## src/sv/glyph_alpha_blend_renderer_core_defines.svh

```systemverilog
// assertion macros for the glyph renderer
`ifndef GLYPH_ALPHA_BLEND_RENDERER_CORE_DEFINES_SVH
`define GLYPH_ALPHA_BLEND_RENDERER_CORE_DEFINES_SVH

`ifndef SYNTHESIS
`define GABR_ASSERT(lbl, clk, rst, prop, msg) \
  lbl: assert property (@(posedge clk) disable iff (rst) prop) else $error(msg);
`define GABR_ASSERT_ALWAYS(lbl, clk, prop, msg) \
  lbl: assert property (@(posedge clk) prop) else $error(msg);
`else
`define GABR_ASSERT(lbl, clk, rst, prop, msg)
`define GABR_ASSERT_ALWAYS(lbl, clk, prop, msg)
`endif

`endif

```

## src/sv/gabr_pkg.sv

```systemverilog
package gabr_pkg;

  localparam logic [7:0] FMT_1BPP = 8'h01;
  localparam logic [7:0] FMT_2BPP = 8'h82;
  localparam logic [7:0] FMT_8BPP = 8'h88;
  localparam logic [7:0] FMT_332  = 8'hA8;

  localparam logic [1:0] REG_FORMAT = 2'd0;
  localparam logic [1:0] REG_ROWS   = 2'd1;
  localparam logic [1:0] REG_FG     = 2'd2;
  localparam logic [1:0] REG_BG     = 2'd3;

  localparam logic [7:0]  RST_FORMAT = FMT_1BPP;
  localparam logic [7:0]  RST_ROWS   = 8'd8;
  localparam logic [23:0] RST_FG     = 24'hFFFFFF;
  localparam logic [23:0] RST_BG     = 24'h000000;

  typedef struct packed {
    logic [7:0]  format_code;
    logic [7:0]  glyph_rows;
    logic [23:0] fg_color;
    logic [23:0] bg_color;
  } cfg_t;

  typedef struct packed {
    logic       direct;
    logic [7:0] alpha_r;
    logic [7:0] alpha_g;
    logic [7:0] alpha_b;
    logic       last_of_byte;
    logic       last_of_glyph;
  } pix_t;

  function automatic logic [7:0] widen2(input logic [1:0] f);
    return (f == 2'd0) ? 8'd0 : {f, 6'h3F};
  endfunction

  function automatic logic [7:0] widen3(input logic [2:0] f);
    return (f == 3'd0) ? 8'd0 : {f, 5'h1F};
  endfunction

endpackage

```

## src/sv/gabr_channels.sv

```systemverilog
interface gabr_in_if;
  logic       valid;
  logic       ready;
  logic [7:0] glyph_byte;
  logic       glyph_start;

  modport source (output valid, output glyph_byte, output glyph_start, input ready);
  modport sink   (input valid, input glyph_byte, input glyph_start, output ready);
endinterface

interface gabr_out_if;
  logic       valid;
  logic       ready;
  logic [7:0] pixel_red;
  logic [7:0] pixel_green;
  logic [7:0] pixel_blue;
  logic       last_of_byte;
  logic       last_of_glyph;

  modport source (output valid, output pixel_red, output pixel_green, output pixel_blue,
                  output last_of_byte, output last_of_glyph, input ready);
  modport sink   (input valid, input pixel_red, input pixel_green, input pixel_blue,
                  input last_of_byte, input last_of_glyph, output ready);
endinterface

interface gabr_cfg_if;
  logic        valid;
  logic        ready;
  logic [1:0]  index;
  logic [23:0] data;

  modport source (output valid, output index, output data, input ready);
  modport sink   (input valid, input index, input data, output ready);
endinterface

```

## src/sv/gabr_cfg.sv

```systemverilog
module gabr_cfg (
  input  logic           clk,
  input  logic           rst,
  gabr_cfg_if.sink       cfg,
  output gabr_pkg::cfg_t regs
);
  import gabr_pkg::*;

  assign cfg.ready = 1'b1;

  always_ff @(posedge clk) begin
    if (rst) begin
      regs.format_code <= RST_FORMAT;
      regs.glyph_rows  <= RST_ROWS;
      regs.fg_color    <= RST_FG;
      regs.bg_color    <= RST_BG;
    end else if (cfg.valid) begin
      unique case (cfg.index)
        REG_FORMAT: regs.format_code <= cfg.data[7:0];
        REG_ROWS:   regs.glyph_rows  <= cfg.data[7:0];
        REG_FG:     regs.fg_color    <= cfg.data;
        REG_BG:     regs.bg_color    <= cfg.data;
        default:    ;
      endcase
    end
  end

endmodule

```

## src/sv/gabr_expand.sv

```systemverilog
`include "glyph_alpha_blend_renderer_core_defines.svh"

module gabr_expand (
  input  logic           clk,
  input  logic           rst,
  input  gabr_pkg::cfg_t regs,
  gabr_in_if.sink        glyph,
  output gabr_pkg::pix_t pix,
  output logic           pix_valid,
  input  logic           pix_ready
);
  import gabr_pkg::*;

  logic        busy;
  logic [7:0]  bits;
  logic [2:0]  cnt;
  logic [15:0] pixels_left;
  logic [7:0]  column_position;

  logic        advance;
  logic        emit;
  logic        finish;
  logic        accept;
  logic        known;
  logic [7:0]  col_inc;
  logic        col_end;
  logic [15:0] left_dec;
  logic [15:0] left_after;
  logic [15:0] glyph_size;
  logic [7:0]  alpha_r;
  logic [7:0]  alpha_g;
  logic [7:0]  alpha_b;
  logic        direct;
  logic        last_b;
  logic [7:0]  bits_next;

  always_comb begin
    advance  = !pix_valid || pix_ready;
    emit     = busy && advance;
    col_inc  = column_position + 8'd1;
    col_end  = col_inc >= regs.glyph_rows;
    left_dec = pixels_left - 16'd1;
    alpha_r  = 8'd0;
    alpha_g  = 8'd0;
    alpha_b  = 8'd0;
    direct   = 1'b0;
    last_b   = 1'b1;
    known    = 1'b1;
    bits_next = bits;
    unique case (regs.format_code)
      FMT_1BPP: begin
        alpha_r   = bits[7] ? 8'hFF : 8'h00;
        alpha_g   = alpha_r;
        alpha_b   = alpha_r;
        direct    = 1'b1;
        last_b    = (cnt == 3'd7) || (left_dec == 16'd0);
        bits_next = {bits[6:0], 1'b0};
      end
      FMT_2BPP: begin
        alpha_r   = widen2(bits[7:6]);
        alpha_g   = alpha_r;
        alpha_b   = alpha_r;
        last_b    = (cnt == 3'd3) || (left_dec == 16'd0) || col_end;
        bits_next = {bits[5:0], 2'b00};
      end
      FMT_8BPP: begin
        alpha_r = bits;
        alpha_g = bits;
        alpha_b = bits;
      end
      FMT_332: begin
        alpha_r = widen3(bits[7:5]);
        alpha_g = widen3(bits[4:2]);
        alpha_b = widen2(bits[1:0]);
      end
      default: known = 1'b0;
    endcase
    finish      = emit && last_b;
    glyph.ready = !busy || finish;
    accept      = glyph.valid && glyph.ready;
    left_after  = emit ? left_dec : pixels_left;
    glyph_size  = {8'd0, glyph.glyph_byte} * {8'd0, regs.glyph_rows};
  end

  always_ff @(posedge clk) begin
    if (rst) begin
      busy            <= 1'b0;
      pix_valid       <= 1'b0;
      pixels_left     <= 16'd0;
      column_position <= 8'd0;
    end else begin
      if (advance) begin
        pix_valid <= emit;
      end
      if (emit) begin
        pixels_left     <= left_dec;
        column_position <= col_end ? 8'd0 : col_inc;
        if (last_b) begin
          busy <= 1'b0;
        end
      end
      if (accept) begin
        if (glyph.glyph_start) begin
          pixels_left     <= glyph_size;
          column_position <= 8'd0;
          busy            <= 1'b0;
        end else begin
          busy <= known && (left_after != 16'd0);
        end
      end
    end
  end

  always_ff @(posedge clk) begin
    if (emit) begin
      bits <= bits_next;
      cnt  <= cnt + 3'd1;
      pix  <= '{direct: direct, alpha_r: alpha_r, alpha_g: alpha_g, alpha_b: alpha_b,
                last_of_byte: last_b, last_of_glyph: (left_dec == 16'd0)};
    end
    if (accept && !glyph.glyph_start) begin
      bits <= glyph.glyph_byte;
      cnt  <= 3'd0;
    end
  end

  `GABR_ASSERT(a_busy_owes_pixels, clk, rst, busy |-> pixels_left != 16'd0, "busy with no pixels owed")
  `GABR_ASSERT(a_glyph_end_ends_byte, clk, rst, pix_valid && pix.last_of_glyph |-> pix.last_of_byte, "glyph end inside byte")
  `GABR_ASSERT(a_emit_counts_down, clk, rst, emit && !accept |=> pixels_left == $past(left_dec), "pixel count not decremented")
  `GABR_ASSERT(a_no_take_while_busy, clk, rst, busy && !finish |-> !accept, "request taken mid byte")

endmodule

```

## src/sv/gabr_blend.sv

```systemverilog
module gabr_blend (
  input  logic           clk,
  input  logic           rst,
  input  gabr_pkg::cfg_t regs,
  input  gabr_pkg::pix_t pix,
  input  logic           pix_valid,
  output logic           pix_ready,
  gabr_out_if.source     pixel
);
  import gabr_pkg::*;

  logic [7:0] red;
  logic [7:0] green;
  logic [7:0] blue;

  function automatic logic [7:0] mix(input logic [7:0] a, input logic [7:0] f,
                                     input logic [7:0] b);
    logic [15:0] s;
    s = ({8'd0, a} * {8'd0, f}) + ({8'd0, 8'hFF - a} * {8'd0, b});
    return s[15:8];
  endfunction

  always_comb begin
    pix_ready = !pixel.valid || pixel.ready;
    if (pix.direct) begin
      red   = pix.alpha_r[7] ? regs.fg_color[23:16] : regs.bg_color[23:16];
      green = pix.alpha_g[7] ? regs.fg_color[15:8]  : regs.bg_color[15:8];
      blue  = pix.alpha_b[7] ? regs.fg_color[7:0]   : regs.bg_color[7:0];
    end else begin
      red   = mix(pix.alpha_r, regs.fg_color[23:16], regs.bg_color[23:16]);
      green = mix(pix.alpha_g, regs.fg_color[15:8],  regs.bg_color[15:8]);
      blue  = mix(pix.alpha_b, regs.fg_color[7:0],   regs.bg_color[7:0]);
    end
  end

  always_ff @(posedge clk) begin
    if (rst) begin
      pixel.valid <= 1'b0;
    end else if (pix_ready) begin
      pixel.valid <= pix_valid;
    end
  end

  always_ff @(posedge clk) begin
    if (pix_ready && pix_valid) begin
      pixel.pixel_red     <= red;
      pixel.pixel_green   <= green;
      pixel.pixel_blue    <= blue;
      pixel.last_of_byte  <= pix.last_of_byte;
      pixel.last_of_glyph <= pix.last_of_glyph;
    end
  end

endmodule

```

## src/sv/glyph_alpha_blend_renderer_core.sv

```systemverilog
// Glyph renderer: a request with glyph_start set carries the glyph width and loads the
// pixel count (width times glyph_rows); later requests are glyph bytes that expand into
// blended RGB888 pixels, one pixel per clock unless stalled, in the font format held in
// format_code. A 1bpp byte gives up to eight pixels, a 2bpp byte up to four, an 8bpp or
// 3-3-2 byte one; start bytes, bytes outside a glyph and bytes in an unknown format are
// taken and give nothing. The next byte is taken in the cycle that the last pixel of the
// current one enters the expander's pixel register, so the pixel port runs at one pixel
// per clock unless stalled; pixels pass the expander and blend registers. Configuration
// writes are always taken and are to be made only while idle.
module glyph_alpha_blend_renderer_core (
  input  logic       clk,
  input  logic       rst,
  gabr_in_if.sink    glyph,
  gabr_out_if.source pixel,
  gabr_cfg_if.sink   cfg
);
  import gabr_pkg::*;

  cfg_t regs;
  pix_t pix;
  logic pix_valid;
  logic pix_ready;

  gabr_cfg u_cfg (
    .clk  (clk),
    .rst  (rst),
    .cfg  (cfg),
    .regs (regs)
  );

  gabr_expand u_expand (
    .clk       (clk),
    .rst       (rst),
    .regs      (regs),
    .glyph     (glyph),
    .pix       (pix),
    .pix_valid (pix_valid),
    .pix_ready (pix_ready)
  );

  gabr_blend u_blend (
    .clk       (clk),
    .rst       (rst),
    .regs      (regs),
    .pix       (pix),
    .pix_valid (pix_valid),
    .pix_ready (pix_ready),
    .pixel     (pixel)
  );

endmodule
```

## src/flat_wrapper.sv

```systemverilog
// flat-port wrapper written by rule: the top's interface ports become plain ports
module glyph_alpha_blend_renderer_core_flat import gabr_pkg::*;
  (clk, rst, glyph_valid, glyph_glyph_byte, glyph_glyph_start, glyph_ready, pixel_valid, pixel_pixel_red, pixel_pixel_green, pixel_pixel_blue, pixel_last_of_byte, pixel_last_of_glyph, pixel_ready, cfg_valid, cfg_index, cfg_data, cfg_ready);
  gabr_in_if glyph_i ();
  gabr_out_if pixel_i ();
  gabr_cfg_if cfg_i ();
  input  logic clk;
  input  logic rst;
  input wire logic [$bits(glyph_i.valid)-1:0] glyph_valid;
  input wire logic [$bits(glyph_i.glyph_byte)-1:0] glyph_glyph_byte;
  input wire logic [$bits(glyph_i.glyph_start)-1:0] glyph_glyph_start;
  output wire logic [$bits(glyph_i.ready)-1:0] glyph_ready;
  output wire logic [$bits(pixel_i.valid)-1:0] pixel_valid;
  output wire logic [$bits(pixel_i.pixel_red)-1:0] pixel_pixel_red;
  output wire logic [$bits(pixel_i.pixel_green)-1:0] pixel_pixel_green;
  output wire logic [$bits(pixel_i.pixel_blue)-1:0] pixel_pixel_blue;
  output wire logic [$bits(pixel_i.last_of_byte)-1:0] pixel_last_of_byte;
  output wire logic [$bits(pixel_i.last_of_glyph)-1:0] pixel_last_of_glyph;
  input wire logic [$bits(pixel_i.ready)-1:0] pixel_ready;
  input wire logic [$bits(cfg_i.valid)-1:0] cfg_valid;
  input wire logic [$bits(cfg_i.index)-1:0] cfg_index;
  input wire logic [$bits(cfg_i.data)-1:0] cfg_data;
  output wire logic [$bits(cfg_i.ready)-1:0] cfg_ready;
  assign glyph_i.valid = glyph_valid;
  assign glyph_i.glyph_byte = glyph_glyph_byte;
  assign glyph_i.glyph_start = glyph_glyph_start;
  assign glyph_ready = glyph_i.ready;
  assign pixel_valid = pixel_i.valid;
  assign pixel_pixel_red = pixel_i.pixel_red;
  assign pixel_pixel_green = pixel_i.pixel_green;
  assign pixel_pixel_blue = pixel_i.pixel_blue;
  assign pixel_last_of_byte = pixel_i.last_of_byte;
  assign pixel_last_of_glyph = pixel_i.last_of_glyph;
  assign pixel_i.ready = pixel_ready;
  assign cfg_i.valid = cfg_valid;
  assign cfg_i.index = cfg_index;
  assign cfg_i.data = cfg_data;
  assign cfg_ready = cfg_i.ready;
  glyph_alpha_blend_renderer_core u_core (.clk(clk), .rst(rst), .glyph(glyph_i), .pixel(pixel_i), .cfg(cfg_i));
endmodule
```

## config.mk

```make
export PLATFORM = sky130hd
export DESIGN_NAME = glyph_alpha_blend_renderer_core_flat
export DESIGN_NICKNAME = d
export VERILOG_FILES = /design/src/sv/gabr_pkg.sv /design/src/sv/gabr_channels.sv /design/src/sv/gabr_cfg.sv /design/src/sv/gabr_expand.sv /design/src/sv/gabr_blend.sv /design/src/sv/glyph_alpha_blend_renderer_core.sv /design/src/flat_wrapper.sv
export VERILOG_INCLUDE_DIRS = /design/src /design/src/sv
export SDC_FILE = /design/constraint.sdc
export NUM_CORES = 1
export LEC_CHECK = 0
export BUFFER_PORTS_ARGS = -buffer_cell sky130_fd_sc_hd__clkbuf_2
export CELL_PAD_IN_SITES_DETAIL_PLACEMENT = 1
export CELL_PAD_IN_SITES_GLOBAL_PLACEMENT = 2
export CORE_MARGIN = 4
export CORE_UTILIZATION = 41
export CTS_CLUSTER_SIZE = 28
export DETAILED_ROUTE_END_ITERATION = 16
export PLACE_DENSITY = 0.78
export SYNTH_ARGS = -nofsm -noshare
export SYNTH_HDL_FRONTEND = slang
export SYNTH_SLANG_ARGS = --single-unit
```

## constraint.sdc

```tcl
create_clock -name clk -period 7.9 [get_ports clk]
set_clock_uncertainty 0.15 [all_clocks]
set_input_delay 1.58 -clock clk [delete_from_list [all_inputs] [get_ports clk]]
set_output_delay 1.58 -clock clk [all_outputs]
set_load 0.01 [all_outputs]
```

# After elaboration in Yosys (flattened, before gate mapping)
# Index checks and enable logic that the tools add are counted.
[op_classes]
order_cmp = 1
n_reduce_logical = 34
addsub = 9
n_eq_ne = 9
n_mul = 7
n_mux = 31
[op_table]
columns = ["cell", "count"]
rows = [
  ["$mux 8", 17],
  ["$mul 8x8->16", 7],
  ["$pmux 8 s4", 3],
  ["$add 16x16->16", 3],
  ["$mux 16", 3],
  ["$eq 8x8->1 const B", 3],
  ["$sub 8x8->8 const A", 3],
  ["$logic_not 16->1", 1],
  ["$pmux 8 s2", 1],
  ["$reduce_bool 16->1", 1],
  ["$sub 16x1->16 const B", 1],
  ["$reduce_and 2->1", 6],
  ["$add 8x1->8 const B", 1],
  ["$eq 8x1->1 const B", 1],
  ["$ge 8x8->1", 1],
  ["$logic_and 1x1->1", 6],
  ["$logic_not 2->1", 3],
  ["$logic_not 3->1", 2],
  ["$logic_or 1x1->1", 6],
  ["$mux 1", 6],
  ["$reduce_bool 2->1", 3],
  ["$eq 2x2->1 const B", 2],
  ["$logic_not 1->1", 4],
  ["$reduce_or 4->1", 1],
  ["6 further kinds", 6],
]
[totals]
ff_bits = 155
inputBits = 40
word_cells = 113

# Longest topological paths before layout
# Gate-level depths: netlist of the first run.
[depth]
ltp_word = 11
ltp_mapped = 23
depth_no_buf = 22

# Cells and area by module
# A second synthesis of the first run with hierarchy kept.
[unflattened]
hier_cells = 2416
area_unflattened_um2 = 22322.7
[modules_own_cells]
columns = ["mod", "area_each_um2", "cells_per_inst", "n_inst", "seq_area_each_um2"]
rows = [
  ["gabr_blend", 13968.4, 1538, 1, 800.8],
  ["gabr_expand", 5685.5, 611, 1, 1631.6],
  ["gabr_cfg", 2668.8, 267, 1, 1281.2],
]

# Least setup slack after synthesis of the first run
# OpenSTA, ideal clock, no wires.
[synth_timing]
path_type = "reg-to-reg"
start = "register, netlist name u_core.u_expand.pix[8]"
end = "register u_core.u_blend.pixel.pixel_blue[7], data pin"
period_less_slack_ns = 5.665
path_stages_with_launch = 21
setup_time_ns = 0.268
arrival_ns = 5.248
n_path_buf = 1
path_slack_ns = 2.235
path_cell_list = "edfxtp_1 > clkbuf_1 > and2_1 > fa_1 > inv_1 > fa_1 > inv_1 > fa_1 > fa_1 > fa_1 > inv_1 > fa_1 > inv_1 > ha_1 > a21o_1 > a21o_1 > a21oi_1 > a21oi_1 > a21oi_1 > xnor2_1 > o21ai_0"
[synth_via]
elab_chain_cells = 4
[synth_rtl]
columns = ["element", "line", "rtl"]
rows = [
  ["$sub 8x8->8", "gabr_blend.sv:19", "s = ({8'd0, a} * {8'd0, f}) + ({8'd0, 8'hFF - a} * {8'd0, b});"],
  ["$mul 8x8->16", "gabr_blend.sv:19", ""],
  ["$add 16x16->16 (*)", "gabr_blend.sv:19", ""],
  ["$mux 8 (*)", "gabr_blend.sv:25", "if (pix.direct) begin"],
  ["net u_core.u_blend.blue[7]", "gabr_blend.sv:14", "logic [7:0] blue;"],
  ["end signal, assigned", "gabr_blend.sv:48", "pixel.pixel_blue <= blue;"],
  ["end, declared", "gabr_channels.sv:20", "modport source (output valid, output pixel_red, output pixel_green, output pixel_blue,"],
]
# The timed path passes the listed nets; every way through them passes the cells marked *.
# A chain may end at the register's enable or synchronous reset.

# Worst setup path after layout of the first run
[layout_timing]
start = "register, netlist name u_core.u_expand.pix[7]"
end = "register u_core.u_blend.pixel.pixel_blue[7], data pin"
[layout_via]
elab_chain_cells = 4
[layout_rtl]
columns = ["element", "line"]
rows = [
  ["$sub 8x8->8", "gabr_blend.sv:19"],
  ["$mul 8x8->16", "gabr_blend.sv:19"],
  ["$add 16x16->16 (*)", "gabr_blend.sv:19"],
  ["$mux 8 (*)", "gabr_blend.sv:25"],
  ["net u_core.u_blend.blue[7]", "gabr_blend.sv:14"],
]
# Marked as above.

==> results of run 1 <==
-- cells in the mapped netlist (4+ instances only) --
cell type / n
sky130_fd_sc_hd__o21a_1: 8
sky130_fd_sc_hd__and3_1: 5
sky130_fd_sc_hd__or2_2: 6
sky130_fd_sc_hd__or3_1: 8
sky130_fd_sc_hd__nand2b_1: 67
sky130_fd_sc_hd__nand2_1: 290
sky130_fd_sc_hd__inv_1: 488
sky130_fd_sc_hd__a21oi_1: 76
sky130_fd_sc_hd__nor3_1: 22
sky130_fd_sc_hd__nor2_1: 73
sky130_fd_sc_hd__fa_1: 321
sky130_fd_sc_hd__nand3b_1: 29
sky130_fd_sc_hd__mux2_4: 4
sky130_fd_sc_hd__a31oi_1: 12
sky130_fd_sc_hd__xnor2_1: 46
sky130_fd_sc_hd__dfxtp_1: 94
sky130_fd_sc_hd__and2_1: 148
sky130_fd_sc_hd__xor2_1: 23
sky130_fd_sc_hd__buf_2: 5
sky130_fd_sc_hd__a211oi_1: 12
sky130_fd_sc_hd__nand3_1: 23
sky130_fd_sc_hd__nor2b_1: 136
sky130_fd_sc_hd__edfxtp_1: 61
sky130_fd_sc_hd__nor4_1: 10
sky130_fd_sc_hd__ha_1: 230
sky130_fd_sc_hd__buf_1: 8
sky130_fd_sc_hd__o21ai_0: 35
sky130_fd_sc_hd__a21o_1: 14
sky130_fd_sc_hd__mux2i_1: 15
sky130_fd_sc_hd__o211ai_1: 6
sky130_fd_sc_hd__clkbuf_1: 69
-- metrics by stage --
| stage | total power, uW | instance area (um2) | util (%) |
|---|---|---|---|
| 6_report | 6440 | 23040 | 44.63 |
| 5_1_grt | 7307 | 23040 | 44.63 |
| 3_5_place_dp | 5690 | 22460 | 43.52 |
| 4_1_cts | 6590 | 23040 | 44.63 |
| 2_1_floorplan | 4677 | 21540 | - |
| 3_3_place_gp | 5569 | 22460 | 43.52 |
-- cell usage in the layout (no fill, tap or decap), types with 17 or more instances in the layout --
| cell | synthesis | layout |
|---|---|---|
| sky130_fd_sc_hd__nor2_1 | 73 | 72 |
| sky130_fd_sc_hd__nor3_1 | 22 | 22 |
| sky130_fd_sc_hd__nand2b_1 | 67 | 67 |
| sky130_fd_sc_hd__and2_1 | 148 | 148 |
| sky130_fd_sc_hd__nand3b_1 | 29 | 29 |
| sky130_fd_sc_hd__nand2_1 | 290 | 290 |
| sky130_fd_sc_hd__o21ai_0 | 35 | 35 |
| sky130_fd_sc_hd__nor2b_1 | 136 | 136 |
| sky130_fd_sc_hd__xor2_1 | 23 | 23 |
| sky130_fd_sc_hd__ha_1 | 230 | 230 |
| sky130_fd_sc_hd__inv_1 | 488 | 488 |
| sky130_fd_sc_hd__nand3_1 | 23 | 23 |
| sky130_fd_sc_hd__dfxtp_1 | 94 | 94 |
| sky130_fd_sc_hd__edfxtp_1 | 61 | 61 |
| sky130_fd_sc_hd__clkbuf_2 | 0 | 66 |
| sky130_fd_sc_hd__clkbuf_16 | 0 | 17 |
| sky130_fd_sc_hd__xnor2_1 | 46 | 46 |
| sky130_fd_sc_hd__fa_1 | 321 | 321 |
| sky130_fd_sc_hd__a21oi_1 | 76 | 76 |
-- per-layer routing --
layer | part of all wire [%] | GRT usage (%) | wire length [um] | up-vias
met3 | 1.7 | 1.764 | 963 | 62
met1 | 44 | 26.31 | 24290 | 8016
li1 | - | - | - | 7344
met4 | 2.6 | 6.369 | 1433 | 0
met2 | 52 | 37.04 | 29020 | 170
met5 | 0 | 0 | 0 | -
-- sequential cells by signal, summed over array words and instances, names as in the netlist, 3 cells and up --
signal                            flops
u_core.u_expand.pix                  27
u_core.u_expand.column_position       8
u_core.u_blend.pixel.pixel_blue       8
u_core.u_blend.pixel.pixel_red        8
u_core.u_blend.pixel.pixel_green      8
u_core.u_expand.cnt                   3
u_core.u_expand.pixels_left          16
u_core.u_cfg.regs                    64
u_core.u_expand.bits                  8
-- cell type report --
class	instances	area [um2]	area share [%]
clock buffers	19	432.9	1.879
clock inverters	13	142.6	0.6192
repair buffers	74	387.9	1.684
flip-flops and latches	155	3714	16.12
inverters	489	1836	7.968
well taps	680	850.8	3.693
multi-input cells	1664	15670	68.04
-- kinds of logic (layout without fill, tap and decap cells) --
kind of cell               count (synthesis)  after routing
and+or+nand+nor                          835            835
AOI/OAI and AO/OA                        186            186
adders and majority gates                551            551
buffers and inverters                    573            595
muxes                                     22             22
other                                      1              1
xor gates and xnor gates                  69             69
DFF                                      155            155
-- worst paths after layout --
kind / slack [ns] / end / start / cells after the start
hold / removal: 0.28 / u_core.u_blend.pixel.last_of_glyph / u_core.u_expand.pix[0] / 0
hold reg to reg: 0.28 / u_core.u_blend.pixel.last_of_glyph / u_core.u_expand.pix[0] / 0
setup / recovery: 1.71 / u_core.u_blend.pixel.pixel_blue[7] / u_core.u_expand.pix[7] / 19
setup reg to reg: 1.71 / u_core.u_blend.pixel.pixel_blue[7] / u_core.u_expand.pix[7] / 19
-- power by group through the flow --
| stage | clock (uW) | combinational [uW] | sequential, uW |
|---|---|---|---|
| CTS | 861 | 4630 | 1100 |
| detailed placement | 0 | 4580 | 1110 |
| floorplan | 0 | 3620 | 1060 |
| global route | 892 | 5310 | 1110 |
| global placement | 0 | 4460 | 1110 |
| finish | 838 | 4510 | 1100 |
-- worst register-to-register path, cell delays in order (launching register included) --
cell	delay [ns]
sky130_fd_sc_hd__edfxtp_1	0.79
sky130_fd_sc_hd__nor2b_1	0.16
sky130_fd_sc_hd__fa_1	0.56
sky130_fd_sc_hd__inv_1	0.06
sky130_fd_sc_hd__fa_1	0.54
sky130_fd_sc_hd__inv_1	0.05
sky130_fd_sc_hd__fa_1	0.53
sky130_fd_sc_hd__fa_1	0.46
sky130_fd_sc_hd__fa_1	0.49
sky130_fd_sc_hd__inv_1	0.05
sky130_fd_sc_hd__fa_1	0.48
sky130_fd_sc_hd__inv_1	0.04
sky130_fd_sc_hd__ha_1	0.27
sky130_fd_sc_hd__o21ai_0	0.22
sky130_fd_sc_hd__a21oi_1	0.10
sky130_fd_sc_hd__a21oi_1	0.38
sky130_fd_sc_hd__a21oi_1	0.18
sky130_fd_sc_hd__a21oi_1	0.20
sky130_fd_sc_hd__xnor2_1	0.13
sky130_fd_sc_hd__o21ai_0	0.08
==> flow_summary.html, run 1 <==
<table>
<tr><th>Metric</th><th>Value</th></tr>
<tr><th colspan="2">Routing</th></tr>
<tr><td>Final Routed Wirelength</td><td>55.71 mm</td></tr>
<tr><td>Iteration-0 DRC count of the detailed router</td><td>606</td></tr>
<tr><td>Routed via count divided by cell count</td><td>5.039</td></tr>
<tr><td>Number of detailed-routing iterations run before antenna repair</td><td>5</td></tr>
<tr><td>Average detailed-routed wire length per instance</td><td>18.00 um</td></tr>
<tr><td>Residual DRC count</td><td>0</td></tr>
<tr><td>Routed vias</td><td>15590</td></tr>
<tr><td>Number of nets with antenna violations after detailed routing</td><td>0</td></tr>
<tr><th colspan="2">Floorplanning</th></tr>
<tr><td>Die W</td><td>237.2 um</td></tr>
<tr><td>IO Count</td><td>69</td></tr>
<tr><td>Placeable core area</td><td>51610 um2</td></tr>
<tr><td>Vert. Die Dim</td><td>237.2 um</td></tr>
<tr><td>Starting density of the core</td><td>41.73%</td></tr>
<tr><td>Cell Rows</td><td>83</td></tr>
<tr><td>Die area</td><td>56260 um2</td></tr>
<tr><th colspan="2">Place</th></tr>
<tr><td>HPWL after detailed placement</td><td>44.24 mm</td></tr>
<tr><td>Number of buffer cells added on primary ports</td><td>67</td></tr>
<tr><td>Minimum setup slack after placement</td><td>1.696 ns</td></tr>
<tr><td>RePlAce Congestion</td><td>0.8492</td></tr>
<tr><td>Placed Cells</td><td>3062</td></tr>
<tr><th colspan="2">Logic synthesis</th></tr>
<tr><td>EDFF count, synth</td><td>61</td></tr>
<tr><td>Total of warnings raised by yosys</td><td>0</td></tr>
<tr><td>Post-synthesis xor/xnor area fraction</td><td>2.806%</td></tr>
<tr><td>Cell area after synthesis</td><td>21540 um2</td></tr>
<tr><td>Post-synthesis simple-gate area fraction</td><td>20.26%</td></tr>
<tr><td>Dominant combinational cell family by area after synthesis</td><td>adder cells</td></tr>
<tr><td>Number of storage elements in the synthesis netlist</td><td>155</td></tr>
<tr><td>Cell taking the most area after synthesis</td><td>sky130_fd_sc_hd__fa_1</td></tr>
<tr><td>Mux share of post-synthesis cell area</td><td>1.133%</td></tr>
<tr><td>Arithmetic-cell share of the synthesized area counting full adders, half adders and majority gates</td><td>43.20%</td></tr>
<tr><td>Post-Synthesis Net Count</td><td>2983</td></tr>
<tr><td>Main flop type after synthesis</td><td>sky130_fd_sc_hd__dfxtp_1</td></tr>
<tr><td>Gate count after technology mapping</td><td>2392</td></tr>
<tr><td>Portion of synthesized cell area occupied by the leading cell type</td><td>29.84%</td></tr>
<tr><td>Compound-gate portion of the synthesized area</td><td>5.264%</td></tr>
<tr><td>Share of the yosys chip area belonging to registers</td><td>17.24%</td></tr>
<tr><td>Top cells by area, synth</td><td>sky130_fd_sc_hd__fa_1, sky130_fd_sc_hd__ha_1, sky130_fd_sc_hd__dfxtp_1, sky130_fd_sc_hd__edfxtp_1, sky130_fd_sc_hd__inv_1</td></tr>
<tr><td>Average size of a mapped cell</td><td>9.003 um2</td></tr>
<tr><td>Synth cell types</td><td>64</td></tr>
<tr><td>Share of flip-flops with an asynchronous set or reset after synthesis</td><td>0%</td></tr>
<tr><th colspan="2">STA</th></tr>
<tr><td>RSZ-0062 raised after global routing</td><td>no</td></tr>
<tr><td>Period minus WS final</td><td>6.194 ns</td></tr>
<tr><td>Worst setup margin</td><td>1.706 ns</td></tr>
<tr><td>Transition time at the pin with the least slew margin</td><td>1.262 ns</td></tr>
<tr><td>Number of pins with negative max-slew slack in the final report</td><td>0</td></tr>
<tr><td>Final setup violation count</td><td>0</td></tr>
<tr><td>Max-slew headroom at the worst pin</td><td>15.62%</td></tr>
<tr><td>Final period util</td><td>78.40%</td></tr>
<tr><td>Fmax</td><td>161.5 MHz</td></tr>
<tr><td>Hold Worst Slack</td><td>0.2751 ns</td></tr>
<tr><td>Setup_tns</td><td>0 ns</td></tr>
<tr><td>Final hold violation count</td><td>0</td></tr>
<tr><th colspan="2">Worst setup path</th></tr>
<tr><td>Critical path peak fanout</td><td>16</td></tr>
<tr><td>Critical Setup Path Class</td><td>register to register</td></tr>
<tr><td>Worst Path Required</td><td>7.93 ns</td></tr>
<tr><td>Setup crit start kind</td><td>register</td></tr>
<tr><td>Ordered cell list for the critical path</td><td>nor2b_1 &gt; fa_1 &gt; inv_1 &gt; fa_1 &gt; inv_1 &gt; fa_1 &gt; fa_1 &gt; fa_1 &gt; inv_1 &gt; fa_1 &gt; inv_1 &gt; ha_1 &gt; o21ai_0 &gt; a21oi_1 &gt; a21oi_1 &gt; a21oi_1 &gt; a21oi_1 &gt; xnor2_1 &gt; o21ai_0</td></tr>
<tr><td>Critical path's largest stage delay</td><td>0.79 ns</td></tr>
<tr><td>Endpoint type of the worst setup path</td><td>register</td></tr>
<tr><td>CP top delay family</td><td>adder cells</td></tr>
<tr><td>Arrival time reported for the critical path endpoint</td><td>6.23 ns</td></tr>
<tr><td>Combined buffer and inverter count along the critical path</td><td>4</td></tr>
<tr><td>Most numerous cell on the critical path</td><td>sky130_fd_sc_hd__fa_1</td></tr>
<tr><td>Cell type of the slowest stage on the worst timing path</td><td>sky130_fd_sc_hd__edfxtp_1</td></tr>
<tr><th colspan="2">CTS</th></tr>
<tr><td>Number of clock buffers inserted by TritonCTS</td><td>17</td></tr>
<tr><td>Cts repair resizes</td><td>0</td></tr>
<tr><td>Number of sinks driven by the clock tree</td><td>155</td></tr>
<tr><td>Clock insertion delay at the later pin of the skew report</td><td>0.46 ns</td></tr>
<tr><td>Clock tree from TritonCTS</td><td>yes</td></tr>
<tr><td>Clock-pin slew on the worst setup and hold paths</td><td>0.07 ns</td></tr>
<tr><td>Clk buf depth</td><td>2</td></tr>
<tr><td>Root buffer cell</td><td>sky130_fd_sc_hd__clkbuf_16</td></tr>
<tr><td># hold bufs at CTS</td><td>0</td></tr>
<tr><td>Htree depth</td><td>4</td></tr>
<tr><td>Setup bufs post-CTS</td><td>0</td></tr>
<tr><th colspan="2">Power</th></tr>
<tr><td>Peak VDD IR</td><td>0.2477 mV</td></tr>
<tr><td>Areal power density over the cells</td><td>279.5 nW/um2</td></tr>
<tr><td>Leakage power figure</td><td>0.01148 uW</td></tr>
<tr><td>Net load switching power</td><td>2958 uW</td></tr>
<tr><td>Switching share of total power</td><td>45.93%</td></tr>
<tr><td>Flop pwr share</td><td>17.0%</td></tr>
<tr><td>Fraction of power consumed by combinational cells</td><td>70.0%</td></tr>
<tr><td>Internal Dissipation</td><td>3482 uW</td></tr>
<tr><td>Relative contribution of the clock network to total power</td><td>13.0%</td></tr>
<tr><th colspan="2">GRT</th></tr>
<tr><td>Overall routing resource usage</td><td>20.56%</td></tr>
<tr><td>Vias in the first global route</td><td>17620</td></tr>
<tr><td>Antenna violations before repair</td><td>0</td></tr>
<tr><td>Maximum number of pins on one net before global-route repair</td><td>93</td></tr>
<tr><td>First-pass GRT wire length</td><td>92.83 mm</td></tr>
<tr><td>GRT overflow</td><td>0</td></tr>
<tr><th colspan="2">Layout</th></tr>
<tr><td>Filler cell count</td><td>6026</td></tr>
<tr><td>Fraction of layout cells with a size suffix above 1</td><td>5.344%</td></tr>
<tr><td>Antenna diodes</td><td>0</td></tr>
<tr><td>Post-Layout Cell Count</td><td>3094</td></tr>
<tr><td>Final #Nets</td><td>2992</td></tr>
<tr><td>Layout Area Growth over Synthesis</td><td>6.972%</td></tr>
<tr><th colspan="2">Outcome</th></tr>
<tr><td>Result of the run</td><td>finished, final reports clean</td></tr>
<tr><th colspan="2">Hold path</th></tr>
<tr><td>Class of the tightest hold or removal check</td><td>register to register</td></tr>
<tr><th colspan="2">Flow run</th></tr>
<tr><td>Max_cap viols</td><td>0</td></tr>
</table>
No activity file was read; power rests on OpenSTA's default activity.
==> inputs of run 2 (changes only) <==
clock period = 6 ns   (was 7.9 ns; I/O delays follow)
==> flow_summary.html, run 2 (synthesized netlist as in run 1, its figures left out) <==
<table>
<tr><th>Metric</th><th>Value</th></tr>
<tr><th colspan="2">Layout</th></tr>
<tr><td>Most frequent cells in the layout</td><td>sky130_fd_sc_hd__inv_1, sky130_fd_sc_hd__fa_1, sky130_fd_sc_hd__nand2_1</td></tr>
<tr><td>Top Registers</td><td>u_core.u_cfg.regs: 64 flops, u_core.u_expand.pix: 27 flops, u_core.u_expand.pixels_left: 16 flops</td></tr>
<tr><td>Max FFs per register</td><td>64</td></tr>
<tr><td>Register with the highest flop count</td><td>u_core.u_cfg.regs</td></tr>
<tr><td>Antenna diodes</td><td>0</td></tr>
<tr><td>Post-Layout Inst Area</td><td>24010 um2</td></tr>
<tr><td>Most common cell after layout, fill and taps aside</td><td>sky130_fd_sc_hd__inv_1</td></tr>
<tr><td>Final #Nets</td><td>3086</td></tr>
<tr><td>Layout Area Growth over Synthesis</td><td>11.49%</td></tr>
<tr><td>Fraction of layout cells with a size suffix above 1</td><td>10.49%</td></tr>
<tr><th colspan="2">Worst setup path</th></tr>
<tr><td>Arrival time reported for the critical path endpoint</td><td>5.87 ns</td></tr>
<tr><td>Worst Path Required</td><td>6.05 ns</td></tr>
<tr><td>Register-to-register setup slack</td><td>0.18 ns</td></tr>
<tr><td>Capture point of the worst reg-to-reg path</td><td>u_core.u_blend.pixel.pixel_blue[5]</td></tr>
<tr><td>Endpoint type of the worst setup path</td><td>register</td></tr>
<tr><td>Worst reg2reg startpoint</td><td>u_core.u_expand.pix[5]</td></tr>
<tr><td>Critical Setup Path Class</td><td>register to register</td></tr>
<tr><td>Critical path peak fanout</td><td>5</td></tr>
<tr><td>Setup crit start kind</td><td>register</td></tr>
<tr><td>R2R depth</td><td>20</td></tr>
<tr><th colspan="2">Hold path</th></tr>
<tr><td>Class of the tightest hold or removal check</td><td>register to register</td></tr>
<tr><td>Number of stages on the worst hold path</td><td>0</td></tr>
<tr><td>Worst Hold End</td><td>u_core.u_blend.pixel.last_of_byte</td></tr>
<tr><td>Hold Startpoint</td><td>u_core.u_expand.pix[1]</td></tr>
<tr><th colspan="2">STA</th></tr>
<tr><td>Max-slew headroom at the worst pin</td><td>22.27%</td></tr>
<tr><td>Hold Worst Slack</td><td>0.2772 ns</td></tr>
<tr><td>Worst setup margin</td><td>0.1805 ns</td></tr>
<tr><td>Number of pins with negative max-slew slack in the final report</td><td>0</td></tr>
<tr><td>RSZ-0062 raised after global routing</td><td>yes</td></tr>
<tr><td>Final setup violation count</td><td>0</td></tr>
<tr><td>Fmax</td><td>171.8 MHz</td></tr>
<tr><td>Final period util</td><td>96.99%</td></tr>
<tr><td>Final hold violation count</td><td>0</td></tr>
<tr><td>Setup_tns</td><td>0 ns</td></tr>
<tr><td>Transition time at the pin with the least slew margin</td><td>1.166 ns</td></tr>
<tr><td>Period minus WS final</td><td>5.820 ns</td></tr>
<tr><th colspan="2">CTS</th></tr>
<tr><td>Clock insertion delay at the later pin of the skew report</td><td>0.47 ns</td></tr>
<tr><td>Number of sinks driven by the clock tree</td><td>155</td></tr>
<tr><td>Number of clock buffers inserted by TritonCTS</td><td>17</td></tr>
<tr><td>Clock-pin slew on the worst setup and hold paths</td><td>0.07 ns</td></tr>
<tr><td># hold bufs at CTS</td><td>0</td></tr>
<tr><td>Root buffer cell</td><td>sky130_fd_sc_hd__clkbuf_16</td></tr>
<tr><td>Clock tree from TritonCTS</td><td>yes</td></tr>
<tr><td>Clk buf depth</td><td>2</td></tr>
<tr><td>Htree depth</td><td>4</td></tr>
<tr><th colspan="2">Place</th></tr>
<tr><td>Number of buffer cells added on primary ports</td><td>67</td></tr>
<tr><td>RePlAce Congestion</td><td>0.8080</td></tr>
<tr><td>HPWL after detailed placement</td><td>46.19 mm</td></tr>
<tr><td>Minimum setup slack after placement</td><td>-0.07295 ns</td></tr>
<tr><td>Instance area at placement</td><td>22890 um2</td></tr>
<tr><th colspan="2">Floorplanning</th></tr>
<tr><td>Starting density of the core</td><td>41.73%</td></tr>
<tr><td>Die area</td><td>56260 um2</td></tr>
<tr><td>Vert. Die Dim</td><td>237.2 um</td></tr>
<tr><td>IO Count</td><td>69</td></tr>
<tr><td>Cell Rows</td><td>83</td></tr>
<tr><td>Die W</td><td>237.2 um</td></tr>
<tr><td>Placeable core area</td><td>51610 um2</td></tr>
<tr><th colspan="2">Routing</th></tr>
<tr><td>Number of detailed-routing iterations run before antenna repair</td><td>5</td></tr>
<tr><td>Iteration-0 DRC count of the detailed router</td><td>469</td></tr>
<tr><td>Average detailed-routed wire length per instance</td><td>17.94 um</td></tr>
<tr><td>Residual DRC count</td><td>0</td></tr>
<tr><td>Routed via count divided by cell count</td><td>5.015</td></tr>
<tr><td>Routed vias</td><td>15990</td></tr>
<tr><td>Final Routed Wirelength</td><td>57.19 mm</td></tr>
<tr><td>Number of nets with antenna violations after detailed routing</td><td>0</td></tr>
<tr><th colspan="2">Power</th></tr>
<tr><td>Leakage power figure</td><td>0.01199 uW</td></tr>
<tr><td>Areal power density over the cells</td><td>381.4 nW/um2</td></tr>
<tr><td>Overall power</td><td>9157 uW</td></tr>
<tr><td>Peak VDD IR</td><td>0.3656 mV</td></tr>
<tr><th colspan="2">GRT</th></tr>
<tr><td>Vias in the first global route</td><td>17930</td></tr>
<tr><td>GRT overflow</td><td>0</td></tr>
<tr><td>Overall routing resource usage</td><td>20.75%</td></tr>
<tr><td>Antenna violations before repair</td><td>0</td></tr>
<tr><td>First-pass GRT wire length</td><td>93.74 mm</td></tr>
<tr><td>Maximum number of pins on one net before global-route repair</td><td>93</td></tr>
<tr><th colspan="2">Flow run</th></tr>
<tr><td>Max_cap viols</td><td>0</td></tr>
<tr><th colspan="2">Outcome</th></tr>
<tr><td>Result of the run</td><td>finished, final reports clean</td></tr>
</table>
-- run 2: changes by cell type in the layout (fill, tap and decap cells not counted), moves of 5 or more --
| cell | before | now |
|---|---|---|
| sky130_fd_sc_hd__a21oi_1 | 76 | 69 |
| sky130_fd_sc_hd__ha_1 | 230 | 225 |
| sky130_fd_sc_hd__nor2b_1 | 136 | 130 |
| sky130_fd_sc_hd__buf_4 | 7 | 87 |
| sky130_fd_sc_hd__buf_6 | 0 | 8 |
| sky130_fd_sc_hd__nor2b_2 | 0 | 5 |
| sky130_fd_sc_hd__a21oi_2 | 0 | 7 |
-- run 2: report_power, final --
group	total (uW)	internal (uW)	leakage, uW	switching, uW
clock network	1120	587	0.000283	530
logic	6640	3060	0.0104	3580
registers	1400	1300	0.00133	99.4
-- run 2: area by class of cell --
| class | instances | area (um2) |
|---|---|---|
| fillers | 6018 | 27600 |
| multi-input cells | 1664 | 15840 |
| flip-flops and latches | 155 | 3717 |
| inverters | 489 | 1836 |
| repair buffers | 168 | 1189 |
| well taps | 680 | 850.8 |
| clock buffers | 17 | 425.4 |
| clock inverters | 15 | 153.9 |
-- run 2: timing repair --
| item | CTS | global route |
|---|---|---|
| endpoints found under the hold margin | 0 | 0 |
| buffers inserted | 10 | 28 |
| endpoints found under the setup margin | 5 | 12 |
| pin swaps | 0 | 31 |
| resized for setup | 1 | 51 |
| gates cloned | 0 | 1 |
-- run 2: worst max-delay path by stage --
stage	start	endpoint	slack [ns]
4_1_cts	u_core.u_expand.pix[12]	u_core.u_blend.pixel.pixel_green[7]	0.01
5_1_grt	u_core.u_expand.pix[8]	u_core.u_blend.pixel.pixel_blue[5]	-0.08
3_3_place_gp	u_core.u_expand.pix[6]	u_core.u_blend.pixel.pixel_blue[5]	-0.002
3_5_place_dp	u_core.u_expand.pix[23]	u_core.u_blend.pixel.pixel_red[7]	-0.07
6_report	u_core.u_expand.pix[5]	u_core.u_blend.pixel.pixel_blue[5]	0.18
2_1_floorplan	u_core.u_expand.pix[8]	u_core.u_blend.pixel.pixel_blue[7]	0.33
-- run 2: per-layer routing --
| layer | track usage [%] | routed length, um |
|---|---|---|
| met5 | 0 | 0 |
| met1 | 25.89 | 24390 |
| met4 | 5.219 | 1057 |
| met3 | 2.320 | 1298 |
| met2 | 38.35 | 30450 |
-- run 2: critical path: stages (launching register included) --
cell and delay [ns]:
sky130_fd_sc_hd__edfxtp_1 0.50, sky130_fd_sc_hd__buf_6 0.17, sky130_fd_sc_hd__buf_4 0.14, sky130_fd_sc_hd__nor2b_1 0.15
sky130_fd_sc_hd__fa_1 0.47, sky130_fd_sc_hd__fa_1 0.47, sky130_fd_sc_hd__fa_1 0.58, sky130_fd_sc_hd__fa_2 0.48
sky130_fd_sc_hd__fa_1 0.51, sky130_fd_sc_hd__inv_1 0.06, sky130_fd_sc_hd__fa_1 0.48, sky130_fd_sc_hd__inv_1 0.04
sky130_fd_sc_hd__ha_1 0.19, sky130_fd_sc_hd__a21o_1 0.16, sky130_fd_sc_hd__a21o_1 0.18, sky130_fd_sc_hd__a21oi_2 0.10
sky130_fd_sc_hd__buf_4 0.14, sky130_fd_sc_hd__nor2b_1 0.04, sky130_fd_sc_hd__nor2_1 0.14, sky130_fd_sc_hd__xor2_1 0.26
sky130_fd_sc_hd__a22oi_1 0.14
-- run 2: per-stage QoR --
step                util (%)  cells
CTS                    45.64   3159
floorplan                  -   2392
global placement       44.34   3117
detailed placement     44.34   3117
global route           46.52   3188
finish                 46.52   3188
